File: src/sv/fpc_pkg.sv
// package for the per-flow packet counter: types, codes and constants
`default_nettype none
package fpc_pkg;

   localparam int unsigned TABLE_ENTRIES_DEF  = 1024;
   localparam int unsigned MINUTE_SECONDS_DEF = 60;

   localparam logic [7:0]  PROTO_TCP = 8'd6;
   localparam logic [7:0]  PROTO_UDP = 8'd17;
   localparam logic [31:0] COUNT_MAX = 32'hFFFF_FFFF;

   // result status codes
   localparam logic [2:0] ST_COUNTED = 3'd0;
   localparam logic [2:0] ST_NEW     = 3'd1;
   localparam logic [2:0] ST_FULL    = 3'd2;
   localparam logic [2:0] ST_RANGE   = 3'd3;
   localparam logic [2:0] ST_READ    = 3'd4;
   localparam logic [2:0] ST_EMPTY   = 3'd5;

   // flow five-tuple
   typedef struct packed {
      logic [31:0] src;
      logic [31:0] dst;
      logic [7:0]  proto;
      logic [15:0] sport;
      logic [15:0] dport;
   } flow_key_type;

   // result transaction payload
   typedef struct packed {
      logic [2:0]   status;
      logic [5:0]   epoch;
      flow_key_type key;
      logic [31:0]  count;
      logic [31:0]  seen;
   } result_type;

   // divider handshake
   typedef struct packed {
      logic start;
      logic [5:0] divisor;
   } div_ctl_type;

   typedef enum logic [3:0] {
      S_IDLE,
      S_CHECK,
      S_DIV,
      S_LIMIT,
      S_SEARCH,
      S_COMPARE,
      S_RD_ENTRY,
      S_RD_WAIT,
      S_EMIT
   } fpc_state_type;

endpackage
`default_nettype wire

File: src/sv/fpc_epoch_div.sv
// restoring divider: elapsed seconds divided by the sampling period
`default_nettype none
module fpc_epoch_div #(
   parameter int unsigned DW = 6
) (
   input  wire logic                 clock,
   input  wire logic                 reset,
   input  wire fpc_pkg::div_ctl_type ctl,
   input  wire logic [DW-1:0]        dividend,
   output logic                      done,
   output logic [DW-1:0]             quotient
);
   import fpc_pkg::*;

   localparam int unsigned CW = $clog2(DW + 1);

   logic [5:0]    rem_ff, rem_in;
   logic [DW-1:0] quo_ff, quo_in;
   logic [5:0]    divisor_ff, divisor_in;
   logic [CW-1:0] cnt_ff, cnt_in;
   logic          busy_ff, busy_in;
   logic          done_ff, done_in;
   logic [6:0]    shifted;
   logic          fits;

   // one quotient bit per cycle
   always_comb begin
      shifted    = {rem_ff, quo_ff[DW-1]};
      fits       = shifted >= {1'b0, divisor_ff};
      rem_in     = rem_ff;
      quo_in     = quo_ff;
      divisor_in = divisor_ff;
      cnt_in     = cnt_ff;
      busy_in    = busy_ff;
      done_in    = 1'b0;
      if (ctl.start) begin
         rem_in     = '0;
         quo_in     = dividend;
         divisor_in = ctl.divisor;
         cnt_in     = '0;
         busy_in    = 1'b1;
      end else if (busy_ff) begin
         rem_in = fits ? 6'(shifted - {1'b0, divisor_ff}) : shifted[5:0];
         quo_in = (quo_ff << 1) | DW'(fits);
         cnt_in = cnt_ff + 1'b1;
         if (cnt_ff == CW'(DW - 1)) begin
            busy_in = 1'b0;
            done_in = 1'b1;
         end
      end
   end

   always_ff @(posedge clock) begin
      if (reset) begin
         busy_ff <= 1'b0;
         done_ff <= 1'b0;
         cnt_ff  <= '0;
      end else begin
         busy_ff <= busy_in;
         done_ff <= done_in;
         cnt_ff  <= cnt_in;
      end
      rem_ff     <= rem_in;
      quo_ff     <= quo_in;
      divisor_ff <= divisor_in;
   end

   assign done     = done_ff;
   assign quotient = quo_ff;

endmodule
`default_nettype wire

File: config.mk
export PLATFORM = sky130hd
export DESIGN_NAME = fpc_epoch_div
export DESIGN_NICKNAME = d
export VERILOG_FILES = /design/src/sv/fpc_pkg.sv /design/src/sv/fpc_epoch_div.sv
export SDC_FILE = /design/constraint.sdc
export NUM_CORES = 1
export LEC_CHECK = 0
export BUFFER_PORTS_ARGS = -buffer_cell sky130_fd_sc_hd__buf_2
export CAP_MARGIN = 20
export CORE_UTILIZATION = 49
export DETAILED_ROUTE_END_ITERATION = 6
export GPL_TIMING_DRIVEN = 0
export PLACE_DENSITY = 0.77
export SLEW_MARGIN = 20
export SYNTH_ARGS = -nofsm -noshare
export SYNTH_HDL_FRONTEND = slang
export SYNTH_SLANG_ARGS = --single-unit
File: constraint.sdc
create_clock -name clock -period 2.17 [get_ports clock]
set_input_delay 0 -clock clock [delete_from_list [all_inputs] [get_ports clock]]
set_output_delay 0 -clock clock [all_outputs]
set_load 0.05 [all_outputs]
-- After elaboration in Yosys (flattened, before gate mapping)
Cells that the tools add are included.
- logic and storage cells: 22
- register bits: 23
- input port bits: 15
- $lt $le $gt $ge: 1
- equality and inequality tests: 1
- reduce and logical (&&, ||, !) cells: 3
- bitwise gates (word level): 2
- add/subtract/negate cells: 2
- mux-type cells: 7
- operators by type and width (cell ; count):
    $mux 6 ; 3
    $ge 7x6->1 ; 1
    $or 6x1->6 ; 1
    $sub 6x6->6 ; 1
    $mux 1 ; 4
    $add 3x1->3 const B ; 1
    $eq 3x3->1 const B ; 1
    $reduce_or 3->1 ; 1
    $reduce_bool 2->1 ; 1
    $reduce_or 2->1 ; 1
    $not 1->1 ; 1

-- Logic depth before layout (Yosys ltp)
- depth after elaboration: 4
- depth in mapped cells: 8
- gate-level depth less buffers: 8

-- Worst setup path after synthesis
OpenSTA, ideal clock, no wires.
- kind: register to register
- from: reg quo_ff[5] (netlist: quotient[5])
- to: reg rem_ff[1]
- setup time: 0.127 ns
- path slack: -0.050 ns
- stages on the path, launching flop included: 9
- clock period less this slack: 2.220 ns
- data arrival time: 2.093 ns
- path buffers: 1
- path through: edfxtp_1 inv_1 ha_1 nor2b_1 o21ai_0 a41o_1 buf_6 nor4bb_1 or3_1
- longest elaborated chain between the ends: 2
- ends and longest elaborated chain (what ; line ; text):
    start: declaration ; fpc_epoch_div.sv:18 ; logic [DW-1:0] quo_ff, quo_in;
    start signal: assignment ; fpc_epoch_div.sv:64 ; quo_ff <= quo_in;
    $sub 6x6->6 / $ge 7x6->1 (equally long branches) ; fpc_epoch_div.sv:43, fpc_epoch_div.sv:29 ;
    $mux 6 * ; fpc_epoch_div.sv:43 ; rem_in = fits ? 6'(shifted - {1'b0, divisor_ff}) : shifted[5:0];
    end signal: assignment ; fpc_epoch_div.sv:63 ; rem_ff <= rem_in;
    end: declaration ; fpc_epoch_div.sv:17 ; logic [5:0] rem_ff, rem_in;
Mark *: on every way between the ends. The rest lies on a longest branch, timed or not.
A chain may end at the register's enable or synchronous reset.

-- Worst setup path in the final report
- from: reg rem_ff[3]
- to: reg rem_ff[1]
- longest elaborated chain between the ends: 2
- ends and longest elaborated chain (what ; line ; text):
    $ge 7x6->1 ; fpc_epoch_div.sv:29 ; fits = shifted >= {1'b0, divisor_ff};
    $mux 6 ; fpc_epoch_div.sv:43 ;
No other way between the ends.

==> metrics.cfg <==
[sta]
slew_headroom = 0.677
tightestPinTransition_ps = 485
finalMaxSlewViolations = 0
fin_crit_ps = 2100
setup-tns-final_ps = 0
setup_viol = 0
post-route-period-util = 0.966
clock.fmax_mhz = 477
clock_skew_ps = 4.27
hold_viol = 0
setup_ws_ps = 73.0
grt_setup_unrepaired = no

[drt]
dr.pass1.iters = 4
vias = 942
wl_per_cell_um = 13.2
viasPerCell = 5.20
drt.antenna.violating_nets = 0
finalWirelength_um = 2390
drc = 0
drt-initial-drc-count = 10

[logic_synthesis]
syn_area_um2 = 1230
synth_seq_cells = 23
ys_seq_area_frac = 0.473
yosysWarningCount = 0
synth_fp_nets = 140
synth_cell_types = 32
synth.avg_cell_area_um2 = 10.7
synth_cells = 115

[grt]
track_usage = 0.204
grt_pass1_wl_um = 3950
grt_pass1_vias = 971
grt_max_degree = 15
grt_overflow = 0
antenna_found_initial = 0

[clock_tree]
clockBufferDepth = 2
h-tree-depth = 1
tritoncts = yes
cts-root-buf = clkbuf_4
clock_latency_ps = 310
cts_buffers = 3
clkTransAtPathRegs_ps = 130
cts_sinks = 23
post-cts-setup-buffer-count = 0

[pwr]
swShare = 0.320
p_switching_uw = 337
p_leak_nw = 0.651
p_seq_frac = 0.497
p_per_area_nw_per_um2 = 683
power_frac_comb = 0.310
power.internal_uw = 715
ir_worst_vdd_uv = 575
clkPwrFrac = 0.193

[floorplanning]
dieArea_um2 = 2710
ios = 22
row_count = 17
initial_core_util = 0.539
die-height_um = 52.1
design.core.area_um2 = 2280
die_w_um = 52.1

[critical_path]
crit_start = rem_ff[3]
end_kind = register
worstRegToRegCells = 7
crit_type = reg -> reg
arrival_ps = 2310
worstPathMaxFanout = 10
reg2reg_from = rem_ff[3]
worst_ep_required_time_ps = 2380
critPathLaunchType = register

[final_layout]
insertedDiodeCount = 0
drive_gt1_frac = 0.235
multiInputGateArea_um2 = 596
seqCellArea_um2 = 581
area_growth_pct = 25.5
final_nets = 179
n_fill_cell = 184

[min_path]
whs_path_depth = 1
hp-start = ctl[6]
hold_class = in -> reg

[placed_design]
dp_hpwl_um = 1660
dp_slack_ps = 40.4
gp_congestion = 0.796
portBuffers = 21

[status]
status = completed

[job]
max_cap_violations = 0

==> placed cells by master, fill, tap and decap left out, types with 3 or more instances in the layout <==
cell type / instances
inv_1: 9
nor3b_1: 3
buf_2: 21
dlygate4sd3_1: 13
edfxtp_1: 12
xor2_1: 3
o21ai_0: 4
mux2i_1: 3
clkbuf_4: 3
nor3_1: 3
mux2_2: 7
clkbuf_1: 3
a21oi_1: 5
ha_1: 8
dfxtp_1: 11
a211oi_1: 4
nor2_1: 11
nand2_1: 6
==> sequential cells by signal, summed over array words and instances, names as in the netlist <==
register	count
rem_ff	6
cnt_ff	3
quotient	6
done	1
divisor_ff	6
busy_ff	1
==> stage by stage <==
step | cell area, µm² | power (mW) | hold WS [ps] | instances | util
global placement | 1370 | 0.818 | 177 | 164 | 0.601
detailed placement | 1370 | 0.829 | 179 | 164 | 0.601
CTS | 1530 | 1.05 | 25.5 | 181 | 0.671
floorplan | 1230 | 0.760 | 72.4 | 115 | -
finish | 1540 | 1.05 | 43.6 | 181 | 0.677
global route | 1540 | 1.11 | 29.4 | 181 | 0.677
==> path summary, 6_finish.rpt <==
path	to	slack, ps
worst max-delay path	rem_ff[1]	70
worst min-delay path	divisor_ff[3]	40
worst max register to register	rem_ff[1]	70
worst min register to register	done	510
==> power by group through the flow <==
| stage | Combinational (mW) | Clock [mW] | Sequential, mW |
|---|---|---|---|
| floorplan | 0.186 | 0 | 0.573 |
| finish | 0.326 | 0.203 | 0.523 |
| global route | 0.355 | 0.226 | 0.528 |
| CTS | 0.319 | 0.212 | 0.522 |
| detailed placement | 0.298 | 0 | 0.531 |
| global placement | 0.287 | 0 | 0.531 |
==> synth_stat cells <==
| library cell | n | area (µm²) |
|---|---|---|
| inv_1 | 10 | 37.5 |
| nor3_1 | 3 | 15.0 |
| xnor2_1 | 2 | 17.5 |
| buf_6 | 1 | 11.3 |
| nor4bb_1 | 1 | 10.0 |
| nand2_1 | 6 | 22.5 |
| mux2i_1 | 3 | 30.0 |
| mux2_2 | 7 | 78.8 |
| a22oi_1 | 1 | 7.51 |
| a211oi_1 | 4 | 30.0 |
| o21a_1 | 1 | 7.51 |
| edfxtp_1 | 12 | 360 |
| fa_1 | 1 | 20.0 |
| dfxtp_1 | 11 | 220 |
| o21ai_0 | 4 | 20.0 |
| ha_1 | 9 | 113 |
| nor2b_1 | 2 | 12.5 |
| or2_2 | 1 | 6.26 |
| nor2_1 | 11 | 41.3 |
| clkbuf_1 | 3 | 11.3 |
| a211o_1 | 1 | 8.76 |
| a2111oi_0 | 1 | 8.76 |
| a41o_1 | 1 | 10.0 |
| buf_1 | 1 | 3.75 |
| or3_1 | 2 | 12.5 |
| a21oi_1 | 5 | 25.0 |
| nor4b_1 | 1 | 8.76 |
| o311ai_0 | 1 | 8.76 |
| xor2_1 | 3 | 26.3 |
| nor3b_1 | 3 | 22.5 |
| nand2b_1 | 2 | 12.5 |
| a21o_1 | 1 | 7.51 |
==> per-layer routing <==
metal,vias to the layer above,track usage,routed length (µm),part of all wire
li1,485,-,-,-
met4,0,0.117,48,0.020
met2,19,0.335,1180,0.49
met5,-,0,0,0
met1,432,0.235,1080,0.45
met3,6,0.0556,76,0.032
==> critical path: stages, from the launching register on <==
cell and delay (ps):
dfxtp_1 440, ha_4 250, a21o_1 160, a211o_1 290, a41o_1 210, buf_6 140, nor4bb_1 130, or3_1 360
==> kinds of logic (layout without fill, tap and decap cells) <==
logic type | Yosys count | in the layout | synth area share
AOI/OAI and AO/OA | 20 | 20 | 0.109
xor gates and xnor gates | 5 | 5 | 0.0357
adders and majority gates | 10 | 10 | 0.108
buffers and inverters | 15 | 53 | 0.0520
DFF | 23 | 23 | 0.473
muxes | 10 | 10 | 0.0887
and+or+nand+nor | 32 | 32 | 0.134
==> timing repair <==
| item | CTS | global route |
|---|---|---|
| hold buffers | 13 | 0 |
| endpoints found under the hold margin | 17 | 0 |
| endpoints found under the setup margin | 0 | 2 |
| resized for setup | 0 | 2 |
==> layout make-up <==
class                      instances  area share
tap                               28      0.0227
multi-input combinational         77       0.387
buffer                             5      0.0171
inverter                          10      0.0244
clock buffer                       3      0.0146
clock inverter                     1     0.00487
sequential                        23       0.377
timing repair buffer              34       0.153
Note: power is estimated with default switching activity, not from simulation.
